**src/sv/cvt_pkg.sv**
```systemverilog
package cvt_pkg;

    localparam int TRIG_FRAC_BITS = 15;
    localparam int QUARTER        = 1440;
    localparam int HALF_TURN      = 2880;
    localparam int THREE_QUARTER  = 4320;
    localparam int FULL_TURN      = 5760;

    localparam int POS_W   = 32;
    localparam int ANG_W   = 14;
    localparam int CFG_W   = 32;
    localparam int CFG_IDX_W = 3;
    localparam int DIFF_W  = POS_W + 1;
    localparam int COORD_W = 40;
    localparam int TAB_W   = TRIG_FRAC_BITS + 1;
    localparam int TRIG_W  = TRIG_FRAC_BITS + 2;
    localparam int PROD_W  = COORD_W + TRIG_W;
    localparam int SUM_W   = PROD_W + 1;
    localparam int IDX_W   = $clog2(QUARTER + 1);
    localparam int MOD_W   = 15;
    localparam int STEP_W  = 3;
    localparam int NUM_STEPS = 6;
    localparam int FIFO_DEPTH = 4;
    localparam int FIFO_PTR_W = $clog2(FIFO_DEPTH);
    localparam int FIFO_CNT_W = FIFO_PTR_W + 1;
    localparam int PIPE_DEPTH = 6;

    localparam logic [CFG_IDX_W-1:0] CFG_POS_X = 3'd0;
    localparam logic [CFG_IDX_W-1:0] CFG_POS_Y = 3'd1;
    localparam logic [CFG_IDX_W-1:0] CFG_POS_Z = 3'd2;
    localparam logic [CFG_IDX_W-1:0] CFG_ANG_X = 3'd3;
    localparam logic [CFG_IDX_W-1:0] CFG_ANG_Y = 3'd4;
    localparam logic [CFG_IDX_W-1:0] CFG_ANG_Z = 3'd5;

    localparam logic signed [SUM_W-1:0] ROUND_HALF = SUM_W'(1) << (TRIG_FRAC_BITS - 1);

    localparam logic [63:0] PI_Q30 = 64'd3373259426;
    localparam logic [63:0] TAYLOR_DIV [1:10] =
        '{64'd6, 64'd20, 64'd42, 64'd72, 64'd110,
          64'd156, 64'd210, 64'd272, 64'd342, 64'd420};
    localparam int ROUND_SH = 30 - TRIG_FRAC_BITS;

    typedef logic [TAB_W-1:0] t_sine_tab [QUARTER+1];
    typedef logic signed [TRIG_W-1:0] t_trig_val;
    typedef logic signed [COORD_W-1:0] t_coord;
    typedef logic signed [DIFF_W-1:0] t_diff_val;

    typedef struct packed {
        logic signed [POS_W-1:0] x;
        logic signed [POS_W-1:0] y;
        logic signed [POS_W-1:0] z;
    } t_cam_pos;

    typedef struct packed {
        t_trig_val sin_x;
        t_trig_val cos_x;
        t_trig_val sin_y;
        t_trig_val cos_y;
        t_trig_val sin_z;
        t_trig_val cos_z;
    } t_trig;

    typedef struct packed {
        t_diff_val dx;
        t_diff_val dy;
        t_diff_val dz;
    } t_diff;

    // Quarter-wave sine, Q30 Taylor series rounded to the table precision.
    function automatic t_sine_tab build_sine_tab();
        t_sine_tab tab;
        logic [63:0] x;
        logic [63:0] x2;
        logic [63:0] term;
        logic signed [63:0] sum;
        logic signed [63:0] v;
        logic signed [63:0] one;
        one = 64'sd1 <<< TRIG_FRAC_BITS;
        for (int k = 0; k <= QUARTER; k++) begin
            x    = (64'(k) * PI_Q30 + 64'd1440) / 64'd2880;
            x2   = (x * x + (64'd1 << 29)) >> 30;
            term = x;
            sum  = $signed(x);
            for (int n = 1; n <= 10; n++) begin
                term = ((term * x2) >> 30) / TAYLOR_DIV[n];
                if ((n % 2) == 1) begin
                    sum = sum - $signed(term);
                end else begin
                    sum = sum + $signed(term);
                end
            end
            if (sum < 0) begin
                sum = 0;
            end
            v = sum;
            if (ROUND_SH > 0) begin
                v = (sum + (64'sd1 <<< (ROUND_SH - 1))) >>> ROUND_SH;
            end
            if (v > one) begin
                v = one;
            end
            tab[k] = v[TAB_W-1:0];
        end
        return tab;
    endfunction

    localparam t_sine_tab SINE_TAB = build_sine_tab();

endpackage

```
**src/sv/cvt_front.sv**
```systemverilog
module cvt_front (
    input  logic                     i_clk,
    input  logic                     i_rst_n,
    input  logic                     i_in_valid,
    output logic                     o_in_ready,
    input  logic [31:0]              i_vert_x,
    input  logic [31:0]              i_vert_y,
    input  logic [31:0]              i_vert_z,
    input  cvt_pkg::t_cam_pos        i_cam,
    input  logic                     i_busy,
    input  logic                     i_pop,
    output cvt_pkg::t_diff           o_head,
    output logic                     o_nonempty
);
    import cvt_pkg::*;

    t_diff                   r_mem [FIFO_DEPTH];
    logic [FIFO_PTR_W-1:0]   r_wr_ptr, r_rd_ptr;
    logic [FIFO_CNT_W-1:0]   r_count;
    logic                    push;
    t_diff                   n_diff;

    assign o_in_ready = (r_count != FIFO_CNT_W'(FIFO_DEPTH)) && !i_busy;
    assign push       = i_in_valid && o_in_ready;
    assign o_nonempty = (r_count != '0);
    assign o_head     = r_mem[r_rd_ptr];

    always_comb begin
        n_diff.dx = DIFF_W'($signed(i_vert_x)) - DIFF_W'(i_cam.x);
        n_diff.dy = DIFF_W'($signed(i_vert_y)) - DIFF_W'(i_cam.y);
        n_diff.dz = DIFF_W'($signed(i_vert_z)) - DIFF_W'(i_cam.z);
    end

    always_ff @(posedge i_clk) begin
        if (!i_rst_n) begin
            r_wr_ptr <= '0;
            r_rd_ptr <= '0;
            r_count  <= '0;
        end else begin
            if (push) r_wr_ptr <= r_wr_ptr + 1'b1;
            if (i_pop) r_rd_ptr <= r_rd_ptr + 1'b1;
            if (push && !i_pop) begin
                r_count <= r_count + 1'b1;
            end else if (i_pop && !push) begin
                r_count <= r_count - 1'b1;
            end
        end
    end

    always_ff @(posedge i_clk) begin
        if (push) r_mem[r_wr_ptr] <= n_diff;
    end

endmodule

```
**config.mk**
```make
export PLATFORM = sky130hd
export DESIGN_NAME = cvt_front
export DESIGN_NICKNAME = d
export VERILOG_FILES = /design/src/sv/cvt_pkg.sv /design/src/sv/cvt_front.sv
export SDC_FILE = /design/constraint.sdc
export NUM_CORES = 1
export LEC_CHECK = 0
export ABC_CLOCK_PERIOD_IN_PS = 3700
export BUFFER_PORTS_ARGS = -buffer_cell sky130_fd_sc_hd__buf_2
export CORE_MARGIN = 2
export CORE_UTILIZATION = 51
export DETAILED_ROUTE_END_ITERATION = 7
export GPL_TIMING_DRIVEN = 0
export PLACE_DENSITY = 0.78
export SYNTH_ARGS = -nofsm -noshare
export SYNTH_HDL_FRONTEND = slang
export SYNTH_SLANG_ARGS = --single-unit
```
**constraint.sdc**
```tcl
create_clock -name i_clk -period 3.7 [get_ports i_clk]
set_clock_uncertainty 0.05 [all_clocks]
set_input_delay 0.37 -clock i_clk [delete_from_list [all_inputs] [get_ports i_clk]]
set_output_delay 0.37 -clock i_clk [all_outputs]
set_load 0.01 [all_outputs]
```
# Word level (Yosys, flattened, before mapping)
# Memories as Yosys holds them, arrays and structs flattened. A register that Yosys moved wholly into a read port is not among the register bits.
# Cells that the tools add are included.
[word_totals]
ramBits = 396
out_inout_bits = 101
input_bits = 197
regBits = 7
n_memories = 1
[op_classes]
reduce_logical = 9
n_mux = 6
eq_ne = 1
add_sub_neg = 7
[mem_list]
columns = ["memory", "depth", "word_bits", "rd", "rd_ports_with_merged_regs", "write_ports", "line", "text"]
rows = [
  ["r_mem", 4, 99, 1, 1, 1, "cvt_front.sv:17", "t_diff r_mem [FIFO_DEPTH];"],
]
[ops]
columns = ["op", "n"]
rows = [
  ["32-bit by 32-bit subtractor with 33-bit output", 3],
  ["3-bit two-way mux", 2],
  ["2-bit by 1-bit adder with 2-bit output (second input constant)", 2],
  ["1-bit logical AND", 4],
  ["2-bit two-way mux", 2],
  ["3-bit by 1-bit adder with 3-bit output (second input constant)", 1],
  ["1-bit zero test", 3],
  ["3-bit inequality test (second input constant)", 1],
  ["3-bit nonzero test", 1],
  ["3-bit by 1-bit subtractor with 3-bit output (second input constant)", 1],
  ["1-bit two-way mux", 2],
  ["2-bit nonzero test", 1],
]

# Logic depth before layout (Yosys ltp)
# Gate-level depths: netlist (run 1).
[depth]
word_depth = 7
mapped_depth = 11

# Worst setup path before layout (run 1)
# No wires, ideal clock.
[synth_path]
kind = "reg-to-reg"
startpoint = "reg r_count[0]"
endpoint = "mem r_mem[1][0] in the netlist's numbering, enable pin"
setup_ns = 0.470
arrival_time_ns = 3.215
stages_incl_launch_ff = 4
slack_ns = -0.035
cell_sequence = "dfxtp_1 -> nor2_1 -> a21oi_1 -> and3_1"
[synth_between]
elab_chain_cells = 5
[synth_rtl]
columns = ["element", "line", "text"]
rows = [
  ["start: declaration", "cvt_front.sv:19", "logic [FIFO_CNT_W-1:0] r_count;"],
  ["start signal: assignment", "cvt_front.sv:43", "r_count <= r_count + 1'b1;"],
  ["start signal: assignment", "cvt_front.sv:45", "r_count <= r_count - 1'b1;"],
  ["3-bit inequality test", "cvt_front.sv:23", "assign o_in_ready = (r_count != FIFO_CNT_W'(FIFO_DEPTH)) && !i_busy;"],
  ["1-bit logical AND", "cvt_front.sv:23", ""],
  ["via o_in_ready", "cvt_front.sv:5", "output logic o_in_ready,"],
  ["1-bit logical AND", "cvt_front.sv:24", "assign push = i_in_valid && o_in_ready;"],
  ["1-bit two-way mux", "cvt_front.sv:51", "if (push) r_mem[r_wr_ptr] <= n_diff;"],
  ["1-bit two-way mux (implied by the code)", "cvt_front.sv:51", ""],
  ["end: declaration", "cvt_front.sv:17", ""],
]
# The timed path passes the listed nets, and every way through them passes these cells.

==> results of run 1 <==
critical path, cell delays in order, from the launching register on:
cell,delay [ns]
dfxtp_1,0.81
buf_1,0.56
buf_1,0.56
mux4_2,0.44
buf_2,0.16
metrics by stage:
| step | cells | instance area (um^2) |
|---|---|---|
| final | 2300 | 23750 |
| after global routing | 2300 | 23750 |
| after CTS | 2300 | 23750 |
| after detailed placement | 2228 | 22440 |
| after global placement | 2224 | 22320 |
| after floorplan | 1409 | 20180 |
layer usage:
metal  GRT usage  routed length [um]
met5           0                   0
met4     0.06934                1325
met3     0.03274                2622
met2      0.3682               21630
met1      0.2833               18460
layout make-up:
class / count / area, um^2 / area share
buffer: 46 / 183.9 / 0.007745
clock buffer: 51 / 1106 / 0.04658
clock inverter: 23 / 198.9 / 0.008378
inverter: 131 / 491.7 / 0.02071
multi-input combinational: 825 / 7450 / 0.3137
sequential: 405 / 12070 / 0.5084
tap: 518 / 648.1 / 0.02729
timing repair buffer: 301 / 1597 / 0.06723
report_power, final:
group	total [mW]	leakage, nW	internal [mW]	switching (mW)
registers	5.53	3.67	5.47	0.0594
clock network	4.01	0.638	2.34	1.67
logic	2.21	4.80	0.910	1.30
cell families after synthesis:
family / synth area share
compound gates: 0.09407
xor+xnor: 0.03603
fa+ha+maj: 0.06660
buf+inv: 0.03349
flops: 0.5983
mux: 0.1121
simple gates: 0.05947
registers in the layout, summed over array words and instances (netlist names), named ones only:
signal	count
r_rd_ptr	2
r_mem	396
r_wr_ptr	2
r_count	3
path summary, 6_finish.rpt:
check                          startpoint                      end  slack (ns)  cells after the start
setup / recovery                     flop               o_head[88]        0.21                      4
hold / removal                    i_rst_n  r_count[0]$_SDFFE_PN0P_        0.09                      2
setup reg to reg  r_count[0]$_SDFFE_PN0P_  r_count[2]$_SDFFE_PN0P_        1.05                     10
hold reg to reg   r_count[2]$_SDFFE_PN0P_  r_count[2]$_SDFFE_PN0P_        0.49                      2
cell usage after synthesis (8+ instances only):
| master | instances | area share |
|---|---|---|
| a21o_1 | 35 | 0.013 |
| a21oi_1 | 91 | 0.023 |
| and2_1 | 12 | 0.0037 |
| and3_1 | 12 | 0.0037 |
| buf_1 | 11 | 0.0020 |
| clkbuf_1 | 34 | 0.0063 |
| dfxtp_1 | 9 | 0.0089 |
| edfxtp_1 | 396 | 0.59 |
| ha_1 | 101 | 0.063 |
| inv_1 | 131 | 0.024 |
| mux4_2 | 99 | 0.11 |
| nand2_1 | 57 | 0.011 |
| nand2b_1 | 12 | 0.0037 |
| nand3_1 | 24 | 0.0060 |
| nand4_1 | 16 | 0.0050 |
| nor2_1 | 59 | 0.011 |
| nor2b_1 | 11 | 0.0034 |
| nor3_1 | 11 | 0.0027 |
| o211ai_1 | 10 | 0.0037 |
| o21a_1 | 17 | 0.0063 |
| o21ai_0 | 36 | 0.0089 |
| o21ai_1 | 28 | 0.0069 |
| o21bai_1 | 8 | 0.0030 |
| or3_1 | 9 | 0.0028 |
| xnor2_1 | 54 | 0.023 |
| xor2_1 | 29 | 0.013 |
repair_timing:
| action | in CTS | in global routing |
|---|---|---|
| hold endpoints to repair | 0 | 0 |
| gates resized for setup | 2 | 0 |
| endpoints found under the setup margin | 10 | 0 |
==> summary.md, run 1 <==
| Metric | Value |
|---|---|
| Status | `finished clean` |
| RSZ-0062 raised after global routing | `false` |
| Startpoint types | `flop` |
| CORE AREA | `38,830 um^2` |
| Fraction of layout cells with a size suffix above 1 | `0.2654` |
| Avg Cell Area, Syn | `14.32 um^2` |
| YS warnings | `0` |
| Post-CTS setup buffers | `0` |
| CTS tree | `built` |
| Global-route usage over all layers | `0.2149` |
| Initial core utilization | `0.5197` |
| DP Wirelength | `31,310 um` |
| Min-delay worst type | `in2reg` |
| Hold_ws | `0.08694 ns` |
| Grt ovf | `0` |
| First-pass GRT wire length | `69,360 um` |
| CP Capture Type | `output port` |
| Final period demand of the worst path | `3.489 ns` |
| Register area share after synthesis | `0.5983` |
| H-tree Lvls | `2` |
| PnR worst setup slack | `0.2108 ns` |
| DR pass1 iterations | `5` |
| GPL Wtd Cong | `0.9102` |
| Post-synth top flop | `edfxtp_1` |
| DR WL/cell | `19.14 um` |
| Final core occ | `0.6116` |
| Worst-path fanout max | `10` |
| Kind of critical path | `reg2out` |
| Final hold violation count | `0` |
| Worst path arrival time | `3.07 ns` |
| Via density | `5.656` |
| Area Overhead vs Synth | `17.69%` |
| Top Ports | `298` |
| FILL cells | `2,958` |
| # setup viols final | `0` |
| Final net count | `2,053` |
| Vias in the first global route | `13,168` |
| Worst-path clk slew | `0.06 ns` |
| Syn Nets | `1,711` |
| Die Width | `202.9 um` |
| Max Slew Vio Count | `0` |
| Post-synthesis instance total | `1,409` |
| DR vias | `13,008` |
| Worst EP required | `3.28 ns` |
| Initial drt markers | `1,034` |
| Max-Slew Margin vs Limit | `0.3769` |
| Worst-Skew Late Latency | `0.53 ns` |
| Synth async-reset ratio | `0` |
| Initial antenna violation count | `0` |
| Fin crit share | `0.9430` |
| Die ar. | `41,170 um^2` |
| Final wirelength | `44,030 um` |
| Peak supply drop | `0.0002840 V` |
| Final Total Pwr | `11.75 mW` |
| EDFF count, synth | `396` |
| Cell Pwr Density | `494.9 nW/um^2` |
| Commonest non-fill, non-tap cells in the layout | `edfxtp_1, buf_2, inv_1` |
| Setup WS pre-CTS | `0.05969 ns` |
| Number of library cell types mapped by synthesis | `72` |
| ANT cells | `0` |
| Die height | `202.9 um` |
| Maxcap violations | `0` |
| IO Port Bufs | `297` |
| Clock root buffer | `clkbuf_16` |
| Post-synthesis cell area | `20,180 um^2` |
| CTS Buf Count | `41` |
| Largest net degree at the start of global routing | `55` |
| Fmax | `286.6 MHz` |
| Total negative slack | `0 ns` |
| Clock buffer depth | `3` |
| Synth Register Bits | `405` |
| Worst slew pin tran | `0.9346 ns` |
| Final ANT Viol Nets | `0` |
| Most common cell after layout, fill and taps aside | `edfxtp_1` |
| Clock sinks | `405` |
| DRC errors left | `0` |
| Hold Buf Count CTS | `0` |
| Pleak | `9.104 nW` |
| Cell Rows | `72` |
(Power assumes the default switching activity.)
==> run 2: changes to the inputs <==
ABC_CLOCK_PERIOD_IN_PS = 3540   (was 3700)
PLACE_DENSITY = 0.76   (was 0.78)
clock period = 3.54 ns   (was 3.7 ns; I/O delays follow)
==> run 2 against run 1 <==
  * Global-route usage shrank 0.33 points
  * Critical path type unchanged
  * Setup slack improved by 0.10 ns
  * Sequential share of layout area is 0.24 points lower
==> summary.md, run 2 (synthesis results as in run 1) <==
| Metric | Value |
|---|---|
| Status | `finished clean` |
| Post-CTS setup buffers | `0 (unchanged)` |
| Combinational Power Share | `0.182 (-0.006)` |
| Worst-Skew Late Latency | `0.53 ns (about the same)` |
| First-pass GRT wire length | `68,460 um (-1.3%)` |
| Vias in the first global route | `13,055 (-0.86%)` |
| IO Port Bufs | `297 (unchanged)` |
| CP cell instances | `buf_1 -> buf_1 -> mux4_2 -> buf_2` |
| Clock power frac | `0.359 (+0.018)` |
| Largest registers | `r_mem: 396 flops, r_count: 3 flops` |
| CP Capture Type | `output port` |
| Highest-delay cell along the critical path | `dfxtp_2` |
| Reg2Reg Capture Point | `r_count[2]$_SDFFE_PN0P_` |
| Net Switching | `3.142 mW (+3.6%)` |
| Hold Buf Count CTS | `0 (unchanged)` |
| Fin crit share | `0.9115` |
| Cell Pwr Density | `529.0 nW/um^2 (+6.9%)` |
| Worst path arrival time | `2.82 ns (-0.25 ns)` |
| ANT cells | `0 (unchanged)` |
| Grt ovf | `0 (unchanged)` |
| Die Width | `202.9 um (unchanged)` |
| Initial antenna violation count | `0 (unchanged)` |
| Pleak | `9.153 nW (+0.54%)` |
| Slowest stage delay, CP | `0.59 ns (-0.22 ns)` |
| Die ar. | `41,170 um^2 (unchanged)` |
| Final period demand of the worst path | `3.227 ns` |
| Startpoint types | `flop` |
| Clock sinks | `405 (unchanged)` |
| WHS Path Cells | `2 (unchanged)` |
| GPL Wtd Cong | `0.9097 (about the same)` |
| Fraction of layout cells with a size suffix above 1 | `0.2660 (+0.0005612)` |
| DR pass1 iterations | `5 (unchanged)` |
| Cell Rows | `72 (unchanged)` |
| # setup viols final | `0 (unchanged)` |
| RSZ-0062 raised after global routing | `false` |
| DR vias | `12,972 (-0.28%)` |
| Max reg flops | `396 (unchanged)` |
| Via density | `5.640 (-0.28%)` |
| Worst-path clk slew | `0.06 ns (about the same)` |
| CTS tree | `built` |
| Max-Slew Margin vs Limit | `0.3912 (+0.01426)` |
| Reg2Reg Depth | `10 (unchanged)` |
| Maxcap violations | `0 (unchanged)` |
| Total negative slack | `0 ns (unchanged)` |
| Commonest non-fill, non-tap cells in the layout | `edfxtp_1, buf_2, inv_1` |
| Kind of critical path | `reg2out` |
| Reg2Reg Launch Point | `r_count[0]$_SDFFE_PN0P_` |
| Worst EP required | `3.14 ns (-0.14 ns)` |
| CORE AREA | `38,830 um^2 (unchanged)` |
| H-tree Lvls | `2 (unchanged)` |
| Worst slew pin tran | `0.9132 ns (-0.02139 ns)` |
| P_int | `9.483 mW (+8.8%)` |
| FILL cells | `2,956 (-0.068%)` |
| Peak supply drop | `0.0003482 V (+23%)` |
| Top Ports | `298 (unchanged)` |
| DR WL/cell | `19.03 um (-0.61%)` |
| Initial drt markers | `986 (-4.6%)` |
| Hold Path End | `r_rd_ptr[0]$_SDFFE_PN0P_` |
| Global-route usage over all layers | `0.2116 (-0.003292)` |
| Fin cells | `2,300 (unchanged)` |
| Clock root buffer | `clkbuf_16` |
| Die height | `202.9 um (unchanged)` |
| Most frequent CP cell | `buf_1` |
| Final hold violation count | `0 (unchanged)` |
| Clock buffer depth | `3 (unchanged)` |
| Worst-path fanout max | `10 (unchanged)` |
| Min-delay worst type | `in2reg` |
| DRC errors left | `0 (unchanged)` |
| Largest net degree at the start of global routing | `56 (+1.8%)` |
| Final net count | `2,053 (unchanged)` |
| Power share of the sequential group | `0.458 (-0.013)` |
| Initial core utilization | `0.5197 (unchanged)` |
| Post-Place Cells | `2,228 (unchanged)` |
| DP Wirelength | `31,080 um (-0.75%)` |
| Worst path top cell family by delay | `buffers and inverters` |
| Max Slew Vio Count | `0 (unchanged)` |
| Most common cell after layout, fill and taps aside | `edfxtp_1` |
| Post-CTS Resized | `4 (+2)` |
| Switching Share | `0.2489 (-0.009108)` |
| Worst hold start | `i_rst_n` |
| CTS Buf Count | `41 (unchanged)` |
| Fmax | `309.9 MHz` |
| Hold_ws | `0.06045 ns (-0.02649 ns)` |
| Final ANT Viol Nets | `0 (unchanged)` |
| Area Overhead vs Synth | `18.27%` |
| Final wirelength | `43,760 um (-0.61%)` |
| CP Buf/Inv Count | `3 (unchanged)` |
| Worst R2R Setup Slack | `0.92 ns (-0.13 ns)` |
| Largest Register | `r_mem` |
run 2: cell count changes in the layout (fill, tap and decap cells not counted), sizes merged:
cell / previous run / this run
bufinv: 3 / 8
clkbuf: 83 / 88
clkinvlp: 1 / 0
clkinv: 17 / 8
run 2: cell type report:
class / instances / area, um^2 / area share
buffer: 46 / 183.9 / 0.007707
timing repair buffer: 301 / 1597 / 0.06690
inverter: 131 / 491.7 / 0.02061
clock inverter: 18 / 295.3 / 0.01237
tap: 518 / 648.1 / 0.02716
multi-input combinational: 825 / 7450 / 0.3122
clock buffer: 56 / 1125 / 0.04713
sequential: 405 / 12070 / 0.5060
run 2: routing by layer:
metal,GRT usage,share of wire,vias to the layer above,wire length [um]
met1,0.2808,0.43,6377,18610
li1,-,-,6113,-
met2,0.3592,0.49,406,21520
met4,0.06439,0.024,0,1063
met5,0,0,-,0
met3,0.03644,0.059,76,2570
run 2: per-stage QoR:
| stage | utilization | power (mW) | setup WS [ns] | area, um^2 |
|---|---|---|---|---|
| floorplan | - | 7.389 | 0.6710 | 20180 |
| global placement | 0.5748 | 8.099 | 0.01933 | 22320 |
| detailed placement | 0.5780 | 8.185 | -0.0002667 | 22440 |
| CTS | 0.6146 | 12.72 | 0.2184 | 23860 |
| global route | 0.6146 | 13.13 | 0.1320 | 23860 |
| finish | 0.6146 | 12.62 | 0.3135 | 23860 |
run 2: how the worst max path moves through the flow:
stage,start,to,slack [ns],cells past startpoint
after global routing,flop,o_head[88],0.13,4
after CTS,flop,o_head[96],0.22,4
after detailed placement,i_vert_z[0],r_mem[3][32]$_DFFE_PP_,-0.0003,12
after global placement,i_vert_z[0],r_mem[2][32]$_DFFE_PP_,0.02,12
after floorplan,i_vert_z[0],r_mem[0][32]$_DFFE_PP_,0.67,11
final,flop,o_head[88],0.31,4
run 2: power groups by stage:
stage          Clock [mW]  Combinational, mW  Sequential [mW]
4_1_cts              4.62               2.31             5.79
2_1_floorplan           0               1.53             5.86
3_3_place_gp            0               2.23             5.87
3_5_place_dp            0               2.31             5.87
5_1_grt              4.80               2.53             5.80
6_report             4.54               2.30             5.78
==> run 3: changes to the inputs <==
RECOVER_POWER = 50   (was default)
==> run 3 against run 2 <==
  * Register-to-register slack got worse by 0.58 ns
  * Global-route usage unchanged
  * Worst hold slack improved by 0.0015 ns
==> summary.md, run 3 (synthesis results as in run 1) <==
| Metric | Value |
|---|---|
| Worst-path fanout max | `10 (unchanged)` |
| # setup viols final | `0 (unchanged)` |
| Min-delay worst type | `in2reg` |
| GPL Wtd Cong | `0.9097 (unchanged)` |
| Startpoint types | `flop` |
| Clock buffer depth | `3 (unchanged)` |
| Placed instance area | `22,440 um^2 (unchanged)` |
| CP cell instances | `buf_1 -> buf_1 -> mux4_2 -> buf_2` |
| IO Port Bufs | `297 (unchanged)` |
| Fmax | `306.2 MHz (-1.2%)` |
| FILL cells | `2,969 (+0.44%)` |
| Clock power frac | `0.360 (about the same)` |
| DRC errors left | `0 (unchanged)` |
| Largest net degree at the start of global routing | `56 (unchanged)` |
| Maxcap violations | `0 (unchanged)` |
| P_int | `9.475 mW (about the same)` |
| Routed wl met2 | `21,430 um (-0.41%)` |
| Initial drt markers | `938 (-4.9%)` |
| Top Metal Used | `met4` |
| ANT cells | `0 (unchanged)` |
| Initial core utilization | `0.5197 (unchanged)` |
| Combinational Power Share | `0.181 (about the same)` |
| Die ar. | `41,170 um^2 (unchanged)` |
| Cell Pwr Density | `529.8 nW/um^2 (+0.16%)` |
| CP Capture Type | `output port` |
| Final hold violation count | `0 (unchanged)` |
| Net Switching | `3.137 mW (-0.16%)` |
| Worst slew pin tran | `1.360 ns (+0.4473 ns)` |
| Most frequent CP cell | `buf_1` |
| Switching Share | `0.2487 (about the same)` |
| Final wirelength | `43,660 um (-0.23%)` |
| Clock root buffer | `clkbuf_16` |
| Final ANT Viol Nets | `0 (unchanged)` |
| DR vias | `12,936 (-0.28%)` |
| Post-route cell area | `23,800 um^2 (-0.26%)` |
| Area of the multi-input gates | `7416 um^2 (-0.45%)` |
| Max reg flops | `396 (unchanged)` |
| Grt ovf | `0 (unchanged)` |
| Max Slew Vio Count | `0 (unchanged)` |
| Kind of critical path | `reg2out` |
| Area Overhead vs Synth | `17.97%` |
| H-tree Lvls | `2 (unchanged)` |
| Fraction of layout cells with a size suffix above 1 | `0.2615 (-0.004489)` |
| Post-CTS setup buffers | `0 (unchanged)` |
| Fin crit share | `0.9227 (+0.01120)` |
| Vias in the first global route | `13,055 (unchanged)` |
| CTS tree | `built` |
| DR WL/cell | `18.98 um (-0.23%)` |
| Global-route usage over all layers | `0.2116 (unchanged)` |
| DR pass1 iterations | `6 (+1)` |
| Final net count | `2,053 (unchanged)` |
| Reg area | `12,070 um^2 (unchanged)` |
| Clock sinks | `405 (unchanged)` |
| Met3 routed WL | `2613 um (+1.7%)` |
| Largest registers | `r_mem: 396 flops, r_count: 3 flops` |
| Slowest stage delay, CP | `0.60 ns (about the same)` |
| Worst-path clk slew | `0.06 ns (about the same)` |
| Largest Register | `r_mem` |
| Status | `finished clean` |
| Max-Slew Margin vs Limit | `0.09302 (-0.2982)` |
| Commonest non-fill, non-tap cells in the layout | `edfxtp_1, buf_2, inv_1` |
| Final core occ | `0.6130 (-0.001579)` |
| CTS Buf Count | `41 (unchanged)` |
| CORE AREA | `38,830 um^2 (unchanged)` |
| Cell Rows | `72 (unchanged)` |
| Initial antenna violation count | `0 (unchanged)` |
| DP Wirelength | `31,080 um (unchanged)` |
| Worst path arrival time | `2.86 ns (+0.04 ns)` |
| Met1 Wirelength | `18,490 um (-0.66%)` |
| Final period demand of the worst path | `3.266 ns (+0.03964 ns)` |
| Die Width | `202.9 um (unchanged)` |
| Die height | `202.9 um (unchanged)` |
| Pleak | `9.128 nW (-0.28%)` |
| Peak supply drop | `0.0003491 V (+0.26%)` |
| First-pass GRT wire length | `68,460 um (unchanged)` |
| RSZ-0062 raised after global routing | `false` |
| Power share of the sequential group | `0.459 (about the same)` |
| Worst EP required | `3.14 ns (about the same)` |
| Most common cell after layout, fill and taps aside | `edfxtp_1` |
| Worst-Skew Late Latency | `0.54 ns (about the same)` |
| Top Ports | `298 (unchanged)` |
| Via density | `5.624 (-0.28%)` |
| Highest-delay cell along the critical path | `dfxtp_2` |
-- run 3: cell count changes in the layout (fill, tap and decap cells not counted), sizes merged --
cell,previous run,this run
buf,314,308
clkbuf,88,94
-- run 3: final cells by class --
| cell class | instances | area share |
|---|---|---|
| buffer | 46 | 0.007727 |
| tap | 518 | 0.02723 |
| timing repair buffer | 301 | 0.06592 |
| multi-input combinational | 825 | 0.3116 |
| clock buffer | 56 | 0.04726 |
| sequential | 405 | 0.5073 |
| inverter | 131 | 0.02066 |
| clock inverter | 18 | 0.01241 |
-- run 3: worst paths after layout --
path / from / to / slack (ns) / cells past startpoint
setup / recovery: flop / o_head[88] / 0.27 / 4
hold / removal: i_rst_n / r_rd_ptr[0]$_SDFFE_PN0P_ / 0.06 / 2
setup reg to reg: r_count[0]$_SDFFE_PN0P_ / r_mem[1][85]$_DFFE_PP_ / 0.34 / 4
hold reg to reg: r_count[2]$_SDFFE_PN0P_ / r_count[2]$_SDFFE_PN0P_ / 0.47 / 2
-- run 3: critical path, delay by kind of cell (launching register included) --
family / cells / cell delay [ns]
multiplexers: 1 / 0.44
flip-flops: 1 / 0.60
buffers and inverters: 3 / 1.27
-- run 3: power groups by stage --
stage / clock network [mW] / logic [mW] / registers, mW
floorplan: 0 / 1.53 / 5.86
global placement: 0 / 2.23 / 5.87
detailed placement: 0 / 2.31 / 5.87
CTS: 4.62 / 2.31 / 5.79
global route: 4.80 / 2.52 / 5.80
finish: 4.54 / 2.29 / 5.79
-- run 3: routing by layer --
layer | track usage | up-vias
li1 | - | 6104
met1 | 0.2808 | 6341
met2 | 0.3592 | 412
met3 | 0.03644 | 79
met4 | 0.06439 | 0
met5 | 0 | -
-- run 3: what timing repair did --
action / 4_1_cts / 5_1_grt
gates resized for setup: 4 / 0
hold buffers: 0 / 0
endpoints found under the setup margin: 61 / 0
-- run 3: stage by stage --
stage | hold WS [ns] | worst slack [ns] | instances | total power [mW] | setup TNS, ns
after floorplan | 0.4225 | 0.6710 | 1409 | 7.389 | 0
after global placement | 0.4346 | 0.01933 | 2224 | 8.099 | 0
after detailed placement | 0.4656 | -0.0002667 | 2228 | 8.185 | -0.0009708
after CTS | 0.03969 | 0.2184 | 2300 | 12.72 | 0
after global routing | 0.06839 | 0.08607 | 2300 | 13.12 | 0
final | 0.06195 | 0.2738 | 2300 | 12.61 | 0
